$ cat config.mk
export PLATFORM = sky130hd
export DESIGN_NAME = pixel_replicate_scaler_unit_flat
export DESIGN_NICKNAME = d
export VERILOG_FILES = /design/src/rtl/psc_pkg.sv /design/src/rtl/psc_if.sv /design/src/rtl/psc_div.sv /design/src/rtl/psc_dpath.sv /design/src/rtl/psc_ctrl.sv /design/src/rtl/pixel_replicate_scaler_unit.sv /design/src/flat_wrapper.sv
export SDC_FILE = /design/constraint.sdc
export NUM_CORES = 1
export LEC_CHECK = 0
export BUFFER_PORTS_ARGS = -buffer_cell sky130_fd_sc_hd__buf_2
export CAP_MARGIN = 20
export CORE_MARGIN = 1
export CORE_UTILIZATION = 30
export CTS_CLUSTER_DIAMETER = 80
export DETAILED_ROUTE_END_ITERATION = 16
export MAX_ROUTING_LAYER = met4
export PLACE_DENSITY = 0.43
export SYNTH_ARGS = -nofsm -noshare
export SYNTH_HDL_FRONTEND = slang
export SYNTH_SLANG_ARGS = --single-unit
export TNS_END_PERCENT = 20
$ cat constraint.sdc
create_clock -name clk -period 8.25 [get_ports clk]
set_input_delay 2.475 -clock clk [delete_from_list [all_inputs] [get_ports clk]]
set_output_delay 2.475 -clock clk [all_outputs]
set_load 0.05 [all_outputs]
$ cat src/rtl/psc_pkg.sv
// ----------------------------------------------------------------------------
// psc_pkg
// Shared widths, register codes, command/status types and helper functions
// of the pixel replication scaler.
// ----------------------------------------------------------------------------
package psc_pkg;

	localparam int DimW      = 13;	// dimension registers, holds 1..MaxDim
	localparam int CoordW    = 12;	// destination / source coordinates
	localparam int PixW      = 32;	// pixel word
	localparam int MaxDim    = 4096;
	localparam int MaxRepeat = 8;
	localparam int RptW      = $clog2(MaxRepeat + 1);	// repeat count 1..MaxRepeat
	localparam int OffW      = (MaxRepeat > 1) ? $clog2(MaxRepeat) : 1;	// offset in block
	localparam int CfgIdxW   = 2;
	localparam int DivSteps  = DimW;
	localparam int DivCntW   = $clog2(DivSteps + 1);

	// register indexes of the configuration port
	typedef enum logic [CfgIdxW-1:0] {
		REG_SRC_WIDTH  = 2'd0,
		REG_SRC_HEIGHT = 2'd1,
		REG_DST_WIDTH  = 2'd2,
		REG_DST_HEIGHT = 2'd3
	} psc_reg_t;

	// controller to datapath
	typedef struct packed {
		logic div_start;	// recompute the scale ratios
		logic load;	// take a source word, set up its block
		logic step;	// current write taken, move to the next one
	} psc_cmd_t;

	// datapath to controller
	typedef struct packed {
		logic div_done;	// ratios valid this cycle
		logic last;	// current write ends the block
	} psc_sts_t;

	// out-of-range dimensions: 0 reads as 1, above MaxDim reads as MaxDim
	function automatic logic [DimW-1:0] clamp_dim(input logic [DimW-1:0] v);
		logic [DimW-1:0] r;
		r = v;
		if (v == '0)
			r = DimW'(1);
		else if (v > DimW'(MaxDim))
			r = DimW'(MaxDim);
		return r;
	endfunction

	// ceil(dst/src) from quotient and remainder, saturated at MaxRepeat
	function automatic logic [RptW-1:0] repeat_of(input logic [DimW-1:0] quo,
			input logic [DimW-1:0] rem);
		logic [RptW-1:0] r;
		if (quo >= DimW'(MaxRepeat))
			r = RptW'(MaxRepeat);
		else
			r = RptW'(quo) + RptW'(rem != '0);
		return r;
	endfunction

endpackage

$ cat src/rtl/psc_if.sv
// ----------------------------------------------------------------------------
// psc_pix_if / psc_wr_if
// Valid/ready channels: source pixel words in, destination write words out.
// ----------------------------------------------------------------------------
interface psc_pix_if import psc_pkg::*; ();
	logic            valid;
	logic            ready;
	logic [PixW-1:0] pixel_in;

	modport source (output valid, output pixel_in, input ready);
	modport sink (input valid, input pixel_in, output ready);
endinterface

interface psc_wr_if import psc_pkg::*; ();
	logic              valid;
	logic              ready;
	logic [CoordW-1:0] dest_col;
	logic [CoordW-1:0] dest_row;
	logic [PixW-1:0]   pixel_out;
	logic              last_of_run;
	logic              last_of_frame;

	modport source (output valid, output dest_col, output dest_row, output pixel_out,
		output last_of_run, output last_of_frame, input ready);
	modport sink (input valid, input dest_col, input dest_row, input pixel_out,
		input last_of_run, input last_of_frame, output ready);
endinterface

$ cat src/rtl/psc_div.sv
// ----------------------------------------------------------------------------
// psc_div
// Restoring divider, one quotient bit per cycle, DivSteps steps per result.
// ----------------------------------------------------------------------------
module psc_div import psc_pkg::*; (
	input  logic            clk,
	input  logic            arst_n,
	input  logic            start,
	input  logic [DimW-1:0] dividend,
	input  logic [DimW-1:0] divisor,
	output logic [DimW-1:0] quotient,
	output logic [DimW-1:0] remainder,
	output logic            done
);

	logic [DivCntW-1:0] cnt_q;
	logic               done_q;
	logic [DimW-1:0]    acc_q;
	logic [DimW-1:0]    quo_q;
	logic [DimW-1:0]    dvs_q;
	logic [DimW:0]      shifted;
	logic [DimW:0]      trial;

	// shift in the next dividend bit and try the subtract
	assign shifted = {acc_q, quo_q[DimW-1]};
	assign trial   = shifted - {1'b0, dvs_q};

	always_ff @(posedge clk or negedge arst_n) begin
		if (!arst_n) begin
			cnt_q  <= '0;
			done_q <= 1'b0;
		end else begin
			done_q <= 1'b0;
			if (start) begin
				cnt_q <= DivCntW'(DivSteps);
			end else if (cnt_q != '0) begin
				cnt_q <= cnt_q - DivCntW'(1);
				if (cnt_q == DivCntW'(1))
					done_q <= 1'b1;
			end
		end
	end

	always_ff @(posedge clk) begin
		if (start) begin
			acc_q <= '0;
			quo_q <= dividend;
			dvs_q <= divisor;
		end else if (cnt_q != '0) begin
			if (!trial[DimW]) begin
				acc_q <= trial[DimW-1:0];
				quo_q <= {quo_q[DimW-2:0], 1'b1};
			end else begin
				acc_q <= shifted[DimW-1:0];
				quo_q <= {quo_q[DimW-2:0], 1'b0};
			end
		end
	end

	assign quotient  = quo_q;
	assign remainder = acc_q;
	assign done      = done_q;

endmodule

$ cat src/rtl/psc_dpath.sv
// ----------------------------------------------------------------------------
// psc_dpath
// Scaler datapath: dimension registers, ratio dividers, incremental block
// origin tracking and the destination write generator with output register.
// ----------------------------------------------------------------------------
module psc_dpath import psc_pkg::*; (
	input  logic               clk,
	input  logic               arst_n,
	input  logic               cfg_we,
	input  logic [CfgIdxW-1:0] cfg_index,
	input  logic [DimW-1:0]    cfg_wdata,
	input  psc_cmd_t           cmd,
	output psc_sts_t           sts,
	input  logic [PixW-1:0]    pixel_in,
	output logic [CoordW-1:0]  dest_col,
	output logic [CoordW-1:0]  dest_row,
	output logic [PixW-1:0]    pixel_out,
	output logic               last_of_run,
	output logic               last_of_frame
);

	// configuration, stored already clamped
	logic [DimW-1:0] sw_q, sh_q, dw_q, dh_q;
	// ratios dst/src: quotient, remainder, repeat count
	logic [DimW-1:0] qx_q, rx_q, qy_q, ry_q;
	logic [RptW-1:0] rptx_q, rpty_q;
	// source position and block origin with fractional part
	logic [CoordW-1:0] col_q, row_q, bx_q, by_q;
	logic [DimW-1:0]   fx_q, fy_q;
	// write generator
	logic [CoordW-1:0] bcol_q, ecol_q, erow_q;
	logic [OffW-1:0]   ox_q, oy_q, ncm1_q, nrm1_q;
	logic [PixW-1:0]   pix_q;
	logic              last_q, fend_q;

	logic [DimW-1:0] dqx, drx, dqy, dry;
	logic            donex, doney;

	psc_div u_divx (
		.clk      (clk),
		.arst_n   (arst_n),
		.start    (cmd.div_start),
		.dividend (dw_q),
		.divisor  (sw_q),
		.quotient (dqx),
		.remainder(drx),
		.done     (donex)
	);

	psc_div u_divy (
		.clk      (clk),
		.arst_n   (arst_n),
		.start    (cmd.div_start),
		.dividend (dh_q),
		.divisor  (sh_q),
		.quotient (dqy),
		.remainder(dry),
		.done     (doney)
	);

	assign sts.div_done = donex & doney;
	assign sts.last     = last_q;

	// block size clipped at the destination edge
	logic [DimW-1:0] room_c, room_r;
	logic [RptW-1:0] ncols, nrows;
	logic            frame_end, col_wrap, row_wrap;

	assign room_c    = dw_q - DimW'(bx_q);
	assign room_r    = dh_q - DimW'(by_q);
	assign ncols     = (room_c < DimW'(rptx_q)) ? RptW'(room_c) : rptx_q;
	assign nrows     = (room_r < DimW'(rpty_q)) ? RptW'(room_r) : rpty_q;
	assign col_wrap  = (DimW'(col_q) + DimW'(1)) >= sw_q;
	assign row_wrap  = (DimW'(row_q) + DimW'(1)) >= sh_q;
	assign frame_end = col_wrap & row_wrap;

	// next block origin: add the ratio, carry the fraction once
	logic [DimW:0]   fxs, fys;
	logic            cx, cy;
	logic [DimW-1:0] fx_n, fy_n;
	logic [DimW:0]   bx_n, by_n;

	assign fxs  = {1'b0, fx_q} + {1'b0, rx_q};
	assign fys  = {1'b0, fy_q} + {1'b0, ry_q};
	assign cx   = fxs >= {1'b0, sw_q};
	assign cy   = fys >= {1'b0, sh_q};
	assign fx_n = cx ? DimW'(fxs - {1'b0, sw_q}) : fxs[DimW-1:0];
	assign fy_n = cy ? DimW'(fys - {1'b0, sh_q}) : fys[DimW-1:0];
	assign bx_n = (DimW+1)'(bx_q) + (DimW+1)'(qx_q) + (DimW+1)'(cx);
	assign by_n = (DimW+1)'(by_q) + (DimW+1)'(qy_q) + (DimW+1)'(cy);

	// next write inside the block
	logic            end_col;
	logic [OffW-1:0] ox_n, oy_n;

	assign end_col = ox_q == ncm1_q;
	assign ox_n    = end_col ? '0 : ox_q + OffW'(1);
	assign oy_n    = end_col ? oy_q + OffW'(1) : oy_q;

	// control state: configuration, ratios, position, write counters
	always_ff @(posedge clk or negedge arst_n) begin
		if (!arst_n) begin
			sw_q   <= DimW'(1);
			sh_q   <= DimW'(1);
			dw_q   <= DimW'(1);
			dh_q   <= DimW'(1);
			qx_q   <= DimW'(1);
			rx_q   <= '0;
			qy_q   <= DimW'(1);
			ry_q   <= '0;
			rptx_q <= RptW'(1);
			rpty_q <= RptW'(1);
			col_q  <= '0;
			row_q  <= '0;
			bx_q   <= '0;
			by_q   <= '0;
			fx_q   <= '0;
			fy_q   <= '0;
			ox_q   <= '0;
			oy_q   <= '0;
			ncm1_q <= '0;
			nrm1_q <= '0;
			last_q <= 1'b0;
		end else begin
			if (cfg_we) begin
				unique case (psc_reg_t'(cfg_index))
					REG_SRC_WIDTH:  sw_q <= clamp_dim(cfg_wdata);
					REG_SRC_HEIGHT: sh_q <= clamp_dim(cfg_wdata);
					REG_DST_WIDTH:  dw_q <= clamp_dim(cfg_wdata);
					REG_DST_HEIGHT: dh_q <= clamp_dim(cfg_wdata);
					default: ;
				endcase
				// any write starts a new frame
				col_q <= '0;
				row_q <= '0;
				bx_q  <= '0;
				by_q  <= '0;
				fx_q  <= '0;
				fy_q  <= '0;
			end else if (cmd.load) begin
				// move the source position one pixel on
				if (col_wrap) begin
					col_q <= '0;
					bx_q  <= '0;
					fx_q  <= '0;
					if (row_wrap) begin
						row_q <= '0;
						by_q  <= '0;
						fy_q  <= '0;
					end else begin
						row_q <= row_q + CoordW'(1);
						by_q  <= CoordW'(by_n);
						fy_q  <= fy_n;
					end
				end else begin
					col_q <= col_q + CoordW'(1);
					bx_q  <= CoordW'(bx_n);
					fx_q  <= fx_n;
				end
			end

			if (sts.div_done) begin
				qx_q   <= dqx;
				rx_q   <= drx;
				qy_q   <= dqy;
				ry_q   <= dry;
				rptx_q <= repeat_of(dqx, drx);
				rpty_q <= repeat_of(dqy, dry);
			end

			if (cmd.load) begin
				ox_q   <= '0;
				oy_q   <= '0;
				ncm1_q <= OffW'(ncols - RptW'(1));
				nrm1_q <= OffW'(nrows - RptW'(1));
				last_q <= (ncols == RptW'(1)) && (nrows == RptW'(1));
			end else if (cmd.step) begin
				ox_q   <= ox_n;
				oy_q   <= oy_n;
				last_q <= (ox_n == ncm1_q) && (oy_n == nrm1_q);
			end
		end
	end

	// write payload register
	always_ff @(posedge clk) begin
		if (cmd.load) begin
			pix_q  <= pixel_in;
			fend_q <= frame_end;
			bcol_q <= bx_q;
			ecol_q <= bx_q;
			erow_q <= by_q;
		end else if (cmd.step) begin
			if (end_col) begin
				ecol_q <= bcol_q;
				erow_q <= erow_q + CoordW'(1);
			end else begin
				ecol_q <= ecol_q + CoordW'(1);
			end
		end
	end

	assign dest_col      = ecol_q;
	assign dest_row      = erow_q;
	assign pixel_out     = pix_q;
	assign last_of_run   = last_q;
	assign last_of_frame = fend_q;

endmodule

$ cat src/rtl/psc_ctrl.sv
// ----------------------------------------------------------------------------
// psc_ctrl
// Scaler controller: ratio recompute after configuration, word intake and
// write sequencing.
// ----------------------------------------------------------------------------
module psc_ctrl import psc_pkg::*; (
	input  logic     clk,
	input  logic     arst_n,
	input  logic     cfg_we,
	input  logic     in_valid,
	output logic     in_ready,
	output logic     out_valid,
	input  logic     out_ready,
	output psc_cmd_t cmd,
	input  psc_sts_t sts
);

	typedef enum logic [1:0] {
		ST_IDLE,
		ST_DIV,
		ST_EMIT
	} state_t;

	state_t state_q;
	logic   need_q;	// ratios stale after a configuration write
	logic   accept;
	logic   taken;

	assign in_ready  = (state_q == ST_IDLE) && !need_q;
	assign out_valid = state_q == ST_EMIT;
	assign accept    = in_valid && in_ready;
	assign taken     = out_valid && out_ready;

	assign cmd.div_start = (state_q == ST_IDLE) && need_q;
	assign cmd.load      = accept;
	assign cmd.step      = taken && !sts.last;

	always_ff @(posedge clk or negedge arst_n) begin
		if (!arst_n) begin
			state_q <= ST_IDLE;
			need_q  <= 1'b0;
		end else begin
			if (cfg_we)
				need_q <= 1'b1;
			else if (cmd.div_start)
				need_q <= 1'b0;

			unique case (state_q)
				ST_IDLE: begin
					if (need_q)
						state_q <= ST_DIV;
					else if (accept)
						state_q <= ST_EMIT;
				end
				ST_DIV: begin
					if (sts.div_done)
						state_q <= ST_IDLE;
				end
				ST_EMIT: begin
					if (taken && sts.last)
						state_q <= ST_IDLE;
				end
				default: state_q <= ST_IDLE;
			endcase
		end
	end

endmodule

$ cat src/rtl/pixel_replicate_scaler_unit.sv
// ----------------------------------------------------------------------------
// pixel_replicate_scaler_unit
// Nearest-neighbor upscaler by pixel replication, top level.
// ----------------------------------------------------------------------------
// Usage:
//   src carries source pixel words in raster order; dst carries destination
//   write words (column, row, pixel, end-of-run and end-of-frame marks).
//   Each source word expands to a block of up to 8x8 writes, row by row,
//   clipped at the destination edge. The config port (cfg_we, cfg_index,
//   cfg_wdata) sets source and destination sizes; any write restarts the
//   frame at column 0, row 0. Write it only while the unit is idle.
// Timing:
//   After a config write the unit recomputes the size ratios in an iterative
//   divider with src.ready low until it is done. A source word is taken when
//   the unit is idle; its first write is presented the next cycle and one
//   write leaves per cycle while dst.ready is high. The block is sequenced
//   from one output register, so the next word waits until it is all taken.
// Reset and stall:
//   arst_n sets all sizes to 1 and the position to the frame origin; the
//   ratios need no recompute. A dst stall holds the current write and
//   src.ready stays low until the whole block has been taken.
// ----------------------------------------------------------------------------
module pixel_replicate_scaler_unit import psc_pkg::*; (
	input  logic               clk,
	input  logic               arst_n,
	input  logic               cfg_we,
	input  logic [CfgIdxW-1:0] cfg_index,
	input  logic [DimW-1:0]    cfg_wdata,
	psc_pix_if.sink            src,
	psc_wr_if.source           dst
);

	psc_cmd_t cmd;
	psc_sts_t sts;

	psc_ctrl u_ctrl (
		.clk      (clk),
		.arst_n   (arst_n),
		.cfg_we   (cfg_we),
		.in_valid (src.valid),
		.in_ready (src.ready),
		.out_valid(dst.valid),
		.out_ready(dst.ready),
		.cmd      (cmd),
		.sts      (sts)
	);

	psc_dpath u_dpath (
		.clk          (clk),
		.arst_n       (arst_n),
		.cfg_we       (cfg_we),
		.cfg_index    (cfg_index),
		.cfg_wdata    (cfg_wdata),
		.cmd          (cmd),
		.sts          (sts),
		.pixel_in     (src.pixel_in),
		.dest_col     (dst.dest_col),
		.dest_row     (dst.dest_row),
		.pixel_out    (dst.pixel_out),
		.last_of_run  (dst.last_of_run),
		.last_of_frame(dst.last_of_frame)
	);

endmodule

$ cat src/flat_wrapper.sv
// flat-port wrapper written by rule: the top's interface ports become plain ports
module pixel_replicate_scaler_unit_flat import psc_pkg::*;
  (clk, arst_n, cfg_we, cfg_index, cfg_wdata, src_valid, src_pixel_in, src_ready, dst_valid, dst_dest_col, dst_dest_row, dst_pixel_out, dst_last_of_run, dst_last_of_frame, dst_ready);
  psc_pix_if src_i ();
  psc_wr_if dst_i ();
  input  logic clk;
  input  logic arst_n;
  input  logic cfg_we;
  input  logic [CfgIdxW-1:0] cfg_index;
  input  logic [DimW-1:0] cfg_wdata;
  input wire logic [$bits(src_i.valid)-1:0] src_valid;
  input wire logic [$bits(src_i.pixel_in)-1:0] src_pixel_in;
  output wire logic [$bits(src_i.ready)-1:0] src_ready;
  output wire logic [$bits(dst_i.valid)-1:0] dst_valid;
  output wire logic [$bits(dst_i.dest_col)-1:0] dst_dest_col;
  output wire logic [$bits(dst_i.dest_row)-1:0] dst_dest_row;
  output wire logic [$bits(dst_i.pixel_out)-1:0] dst_pixel_out;
  output wire logic [$bits(dst_i.last_of_run)-1:0] dst_last_of_run;
  output wire logic [$bits(dst_i.last_of_frame)-1:0] dst_last_of_frame;
  input wire logic [$bits(dst_i.ready)-1:0] dst_ready;
  assign src_i.valid = src_valid;
  assign src_i.pixel_in = src_pixel_in;
  assign src_ready = src_i.ready;
  assign dst_valid = dst_i.valid;
  assign dst_dest_col = dst_i.dest_col;
  assign dst_dest_row = dst_i.dest_row;
  assign dst_pixel_out = dst_i.pixel_out;
  assign dst_last_of_run = dst_i.last_of_run;
  assign dst_last_of_frame = dst_i.last_of_frame;
  assign dst_i.ready = dst_ready;
  pixel_replicate_scaler_unit u_core (.clk(clk), .arst_n(arst_n), .cfg_we(cfg_we), .cfg_index(cfg_index), .cfg_wdata(cfg_wdata), .src(src_i), .dst(dst_i));
endmodule
======== Word-level counts from Yosys, hierarchy flattened ========
Index checks and enable logic that the tools add are counted.
storage, ports and cells
  register bits ........................... 357
  bits of input ports ..................... 52
  output and inout bits ................... 60
  logic and storage cells ................. 189
cells by class
  $add $sub $neg .......................... 26
  order comparisons ....................... 9
  equality and inequality tests ........... 15
  multiplexer cells ....................... 68
  bitwise operators ....................... 2
  reductions and logical operators ........ 31
operators with widths
  operator                                                             count
  two-way mux 12 bit                                                   20
  two-way mux 13 bit                                                   17
  adder 12 x 1 -> 12 bit (second input constant)                       4
  two-way mux 4 bit                                                    8
  adder 13 x 13 -> 14 bit                                              2
  greater-or-equal comparator 14 x 13 -> 1 bit                         2
  subtractor 14 x 13 -> 14 bit                                         2
  adder 12 x 1 -> 13 bit (second input constant)                       2
  greater-or-equal comparator 13 bit                                   2
  greater-or-equal comparator 13 x 4 -> 1 bit (second input constant)  2
  less-than comparator 13 x 4 -> 1 bit                                 2
  nonzero test 13 bit                                                  2
  subtractor 13 x 12 -> 13 bit                                         2
  subtractor 13 bit                                                    2
  adder 12 x 1 -> 12 bit                                               2
  adder 12 bit                                                         2
  two-way mux 3 bit                                                    6
  equality test 4 x 1 -> 1 bit (second input constant)                 4
  nonzero test 2 bit                                                   7
  > comparator 13 bit (second input constant)                          1
  logical NOT 13 bit                                                   1
  two-way mux 1 bit                                                    12
  AND reduction 2 bit                                                  6
  equality test 3 bit                                                  3
  other kinds (16)                                                     38

======== Depth between registers and ports, before layout ========
  word-level depth ........................ 7
  depth in mapped cells ................... 27
  depth with buffers taken out ............ 26

======== Modules after synthesis ========
Synthesis repeated with hierarchy kept, for this count alone.
unflattened totals
  cell total of the unflattened synthesis .. 2157
  area total of the unflattened synthesis .. 21619.5 um^2
by module, submodules not included
  module     instances  cells an instance  area an instance (um^2)  seq. area each (um^2)
  psc_dpath  1          1674               16474.6                  7011.7
  psc_div    2          233                2489.9                   1166.1
  psc_ctrl   1          17                 165.2                    75.1

======== Least setup slack after synthesis ========
Ideal clock, no wire load.
  kind .................................... register -> register
  from .................................... register u_core.u_dpath.ry_q[0]
  to ...................................... register u_core.u_dpath.by_q[10]
  library setup time ...................... 0.122 ns
  arrival time ............................ 5.754 ns
  data required time ...................... 8.128 ns
  path slack .............................. 2.374 ns
  stages on the path, launching flop included .. 27
  path buffers ............................ 1
  period minus slack after synthesis ...... 5.876 ns
  path through ............................ dfrtp_1 > ha_1 > fa_1 > a21oi_1 > o21ai_0 > or4_1 > a31oi_1 > xnor2_1 > ha_1 > nand3_1 > a211oi_1 > o31a_1 > o21a_1 > o31a_1 > nor3b_4 > buf_8 > fa_1 > fa_1 > nor2b_1 > o21ai_0 > a21boi_0 > o21a_1 > o21ai_0 > a21oi_1 > o21a_1 > or3_1 > a32o_1
between the ends
  cells in the longest elaborated chain, start to end .. 7
RTL lines
  item                                          line              source
  start: declaration                            psc_dpath.sv:25   logic [DimW-1:0] qx_q, rx_q, qy_q, ry_q;
  start signal: assignment                      psc_dpath.sv:166  ry_q <= dry;
  adder 13 x 13 -> 14 bit                       psc_dpath.sv:84   assign fys = {1'b0, fy_q} + {1'b0, ry_q};
  greater-or-equal comparator 14 x 13 -> 1 bit  psc_dpath.sv:86   assign cy = fys >= {1'b0, sh_q};
  adder 12 x 1 -> 12 bit                        psc_dpath.sv:90   assign by_n = (DimW+1)'(by_q) + (DimW+1)'(qy_q) + (DimW+1)'(cy);
  two-way mux 12 bit                            psc_dpath.sv:146  if (row_wrap) begin
  two-way mux 12 bit                            psc_dpath.sv:142  if (col_wrap) begin
  two-way mux 12 bit                            psc_dpath.sv:140  end else if (cmd.load) begin
  two-way mux 12 bit                            psc_dpath.sv:125  if (cfg_we) begin
  end signal: assignment                        psc_dpath.sv:152  by_q <= CoordW'(by_n);
  end: declaration                              psc_dpath.sv:28   logic [CoordW-1:0] col_q, row_q, bx_q, by_q;
No other way between the ends. The select of a mux whose other input is x is not followed.
A chain may end at the register's enable or synchronous reset.

======== Final worst setup path ========
Ends and elaborated chain as after synthesis.

==> results.md <==
- Met3 Usage GRT: approximately 2.5%
- Die X: around 270 um
- Register bit count reported by yosys: around 360
- Mapped Avg Cell Area: roughly 10 um^2
- Mapped Cells: roughly 2,100
- Antenna-violating nets left: 0
- Top Ports: around 110
- CP max FO: 14
- Crit end category: register
- Initial antenna violation count: 4
- CTS tree: yes
- Syn Nets: around 2,300
- Longest Clk Path Bufs: 3
- Initial Util: 30.49%
- Top-count cell post-synth: nand2_1
- Fraction of layout cells with a size suffix above 1: 12.76%
- Fillers: a little over 7,000
- RSZ-0062 raised after global routing: no
- Detailed-route via count: roughly 16,000
- Area Overhead vs Synth: 14.58%
- M2 GR Usage: a little over a quarter
- Worst Path Required: roughly 8.7 ns
- Sink Count: 357
- Min Tclk post-route: 6.577 ns
- Grt peak-use layer: met2
- Final Hold Fails: 0
- DRC viols: 0
- Worst vdd rail ir drop: between 0.1 and 0.15 mV
- # Post-CTS Setup Buffers: 0
- Global-route wire length before repair: 90,340 um
- Status: completed
- Max Clk Rate: 152.0 MHz
- Worst Tran Pin Value: between 1 and 1.5 ns
- Period utilisation layout: between 70% and 80%
- Seq/Total Area, Yosys: roughly 45%
- Pin count of the biggest net entering global routing: approximately 150
- Fin nets: between 2,000 and 2,500
- Post-Place Worst Slack: roughly 1.7 ns
- Gr usage total: between 10% and 20%
- Pre-Repair DR Iteration Count: 5
- Vias in the first global route: about 16,000
- Resized cells post-CTS: 0
- Clk pin slew, worst setup/hold paths: 0.06 ns
- Met1 Usage GRT: around 22%
- Leakage: 0.01070 uW
- Final worst setup slack: about 1.7 ns
- Crit path kind: reg2reg
- PwrDens: between 300 and 400 mW/mm^2
- CTS Root Cell: clkbuf_16
- Placed instance count: roughly 3,100
- Die Ht: about 270 um
- CP peak stage delay: 0.47 ns
- MaxCap Viol Count: 0
- Synth area leaders: dfrtp_1 24%, edfxtp_1 17%, ha_1 10%
- Core area: just under 0.07 mm^2
- Crit path DAT: around 7 ns
- Vias per inst: 4.892
- Area share of the largest cell type after synthesis: roughly a quarter
- Setup Skew: between 0.01 and 0.015 ns
- Post-Route WL: between 50,000 and 60,000 um
- Final setup fails: 0
- Die area: 0.07114 mm^2
- H-tree levels: 2
- Post-Layout Cell Count: ~3,200
- Main synth FF type: dfrtp_1
- Row count: 96
- Slew margin rel.: around a quarter
- Async SR Flop Fraction: between 50% and 60%
- Buf/Inv on CP: 1
- Final GP Congestion: ~0.84
- WL/cell: between 15 and 20 um
- Detailed placer's ending HPWL: just over 40,000 um
- Setup TNS: 0 ns
- Grt ovf: 0
- Placed cell area: around 0.023 mm^2
- Final Cell Area: 0.02409 mm^2
- Unique masters post-synth: 82
- Final Max Tran Viols: 0
- Total CTS buffers: 43
- Synth top cells by count: 265 x nand2_1, 202 x dfrtp_1, 175 x o21ai_0
- Warnings, synthesis: 0
- CP max stage cell: or4_1
- Post-synth top area cell: dfrtp_1
- Cell family with most CP delay: compound AO/OA/AOI/OAI gates
- Clock latency on the worst-skew pair: around 0.58 ns
- Hold buffer count at CTS: 0
- Worst Hold Class: reg2reg
- Worst Setup Start Kind: register
- DR iter-0 viols: ~870
- Post-synth EDFFs: around 120
- Final Util: between 30% and 40%
- Mapped cell area: around 0.021 mm^2
- Port bufs: 111
-- routing by layer --
metal	vias to the layer above	wire length [um]
li1	7749	-
met1	7488	27590
met2	264	25640
met3	69	2269
met4	0	1253
met5	-	0
-- power by group --
part           total, uW  switching (uW)  leakage, uW  internal, uW
Clock               1960             807     0.000703          1160
Sequential          2640             366      0.00410          2270
Combinational       3300            1810      0.00590          1490
Total               7910            2980       0.0107          4920
-- sequential cells by signal, summed over array words and instances (netlist names), 13 cells and up --
register                         count
u_core.u_dpath.pixel_out            32
u_core.u_dpath.dh_q                 13
u_core.u_dpath.dw_q                 13
u_core.u_dpath.fx_q                 13
u_core.u_dpath.fy_q                 13
u_core.u_dpath.rx_q                 13
u_core.u_dpath.ry_q                 13
u_core.u_dpath.sh_q                 13
u_core.u_dpath.sw_q                 13
u_core.u_dpath.u_divx.dvs_q         13
u_core.u_dpath.u_divx.quotient      13
u_core.u_dpath.u_divx.remainder     13
u_core.u_dpath.u_divy.dvs_q         13
u_core.u_dpath.u_divy.quotient      13
u_core.u_dpath.u_divy.remainder     13
-- final timing paths --
check | start | to | cells after the start | slack (ns)
max | u_core.u_dpath.ry_q[0] | u_core.u_dpath.by_q[10] | 26 | 1.67
min | u_core.u_dpath.sw_q[7] | u_core.u_dpath.u_divx.dvs_q[7] | 0 | 0.48
max reg2reg | u_core.u_dpath.ry_q[0] | u_core.u_dpath.by_q[10] | 26 | 1.67
min reg2reg | u_core.u_dpath.sw_q[7] | u_core.u_dpath.u_divx.dvs_q[7] | 0 | 0.48
max in group asynchronous | arst_n | u_core.u_dpath.ry_q[7] | 2 | 5.15
min in group asynchronous | arst_n | u_core.u_dpath.bx_q[9] | 1 | 1.84
-- layout by cell type, fill, tap and decap left out, types with 8 or more instances in the layout --
cell / n
o21ai_0: 175
a22o_1: 30
a31oi_1: 18
nand3_1: 50
nand2b_1: 25
edfxtp_1: 121
o21a_1: 15
o31ai_1: 12
mux2i_1: 60
nand4_1: 13
dfrtp_1: 202
dfstp_2: 8
o22ai_1: 13
and3_1: 32
nor4_1: 16
o21ai_1: 17
clkbuf_16: 43
buf_2: 110
or2_2: 10
nor2_1: 93
dfxtp_1: 26
ha_1: 172
inv_1: 140
clkbuf_1: 8
a21o_1: 24
o21bai_1: 8
a211oi_1: 9
xor2_1: 60
buf_4: 16
a21oi_1: 111
xnor2_1: 86
nor2b_1: 24
nor3_1: 34
nand2_1: 263
fa_1: 12
mux2_2: 55
-- cell families after synthesis --
logic type               after synthesis  share of synthesized area, %
AND/OR/NAND/NOR                      599                         13.37
AO/OA/AOI/OAI                        497                         14.66
flip-flops                           357                         44.80
buffers and inverters                206                         3.791
adder cells (fa/ha/maj)              184                         11.38
XOR/XNOR                             146                         6.082
multiplexers                         116                         5.910
-- per-stage QoR --
step / hold slack (ns) / power, uW
finish: 0.4788 / 7906
global route: 0.4914 / 8515
CTS: 0.4762 / 8009
detailed placement: 0.4599 / 5979
global placement: 0.4581 / 5951
floorplan: 0.4411 / 5148
-- layout make-up --
| class | count | area [um^2] | area share (%) |
|---|---|---|---|
| sequential | 357 | 9419 | 39.10 |
| antenna | 3 | 7.507 | 0.03116 |
| clock buffer | 55 | 1161 | 4.820 |
| inverter | 142 | 533.0 | 2.213 |
| timing repair buffer | 128 | 705.7 | 2.929 |
| multi-input combinational | 1542 | 10820 | 44.92 |
| clock inverter | 25 | 276.5 | 1.148 |
| tap | 931 | 1165 | 4.836 |
No activity file was read; power rests on OpenSTA's default activity.
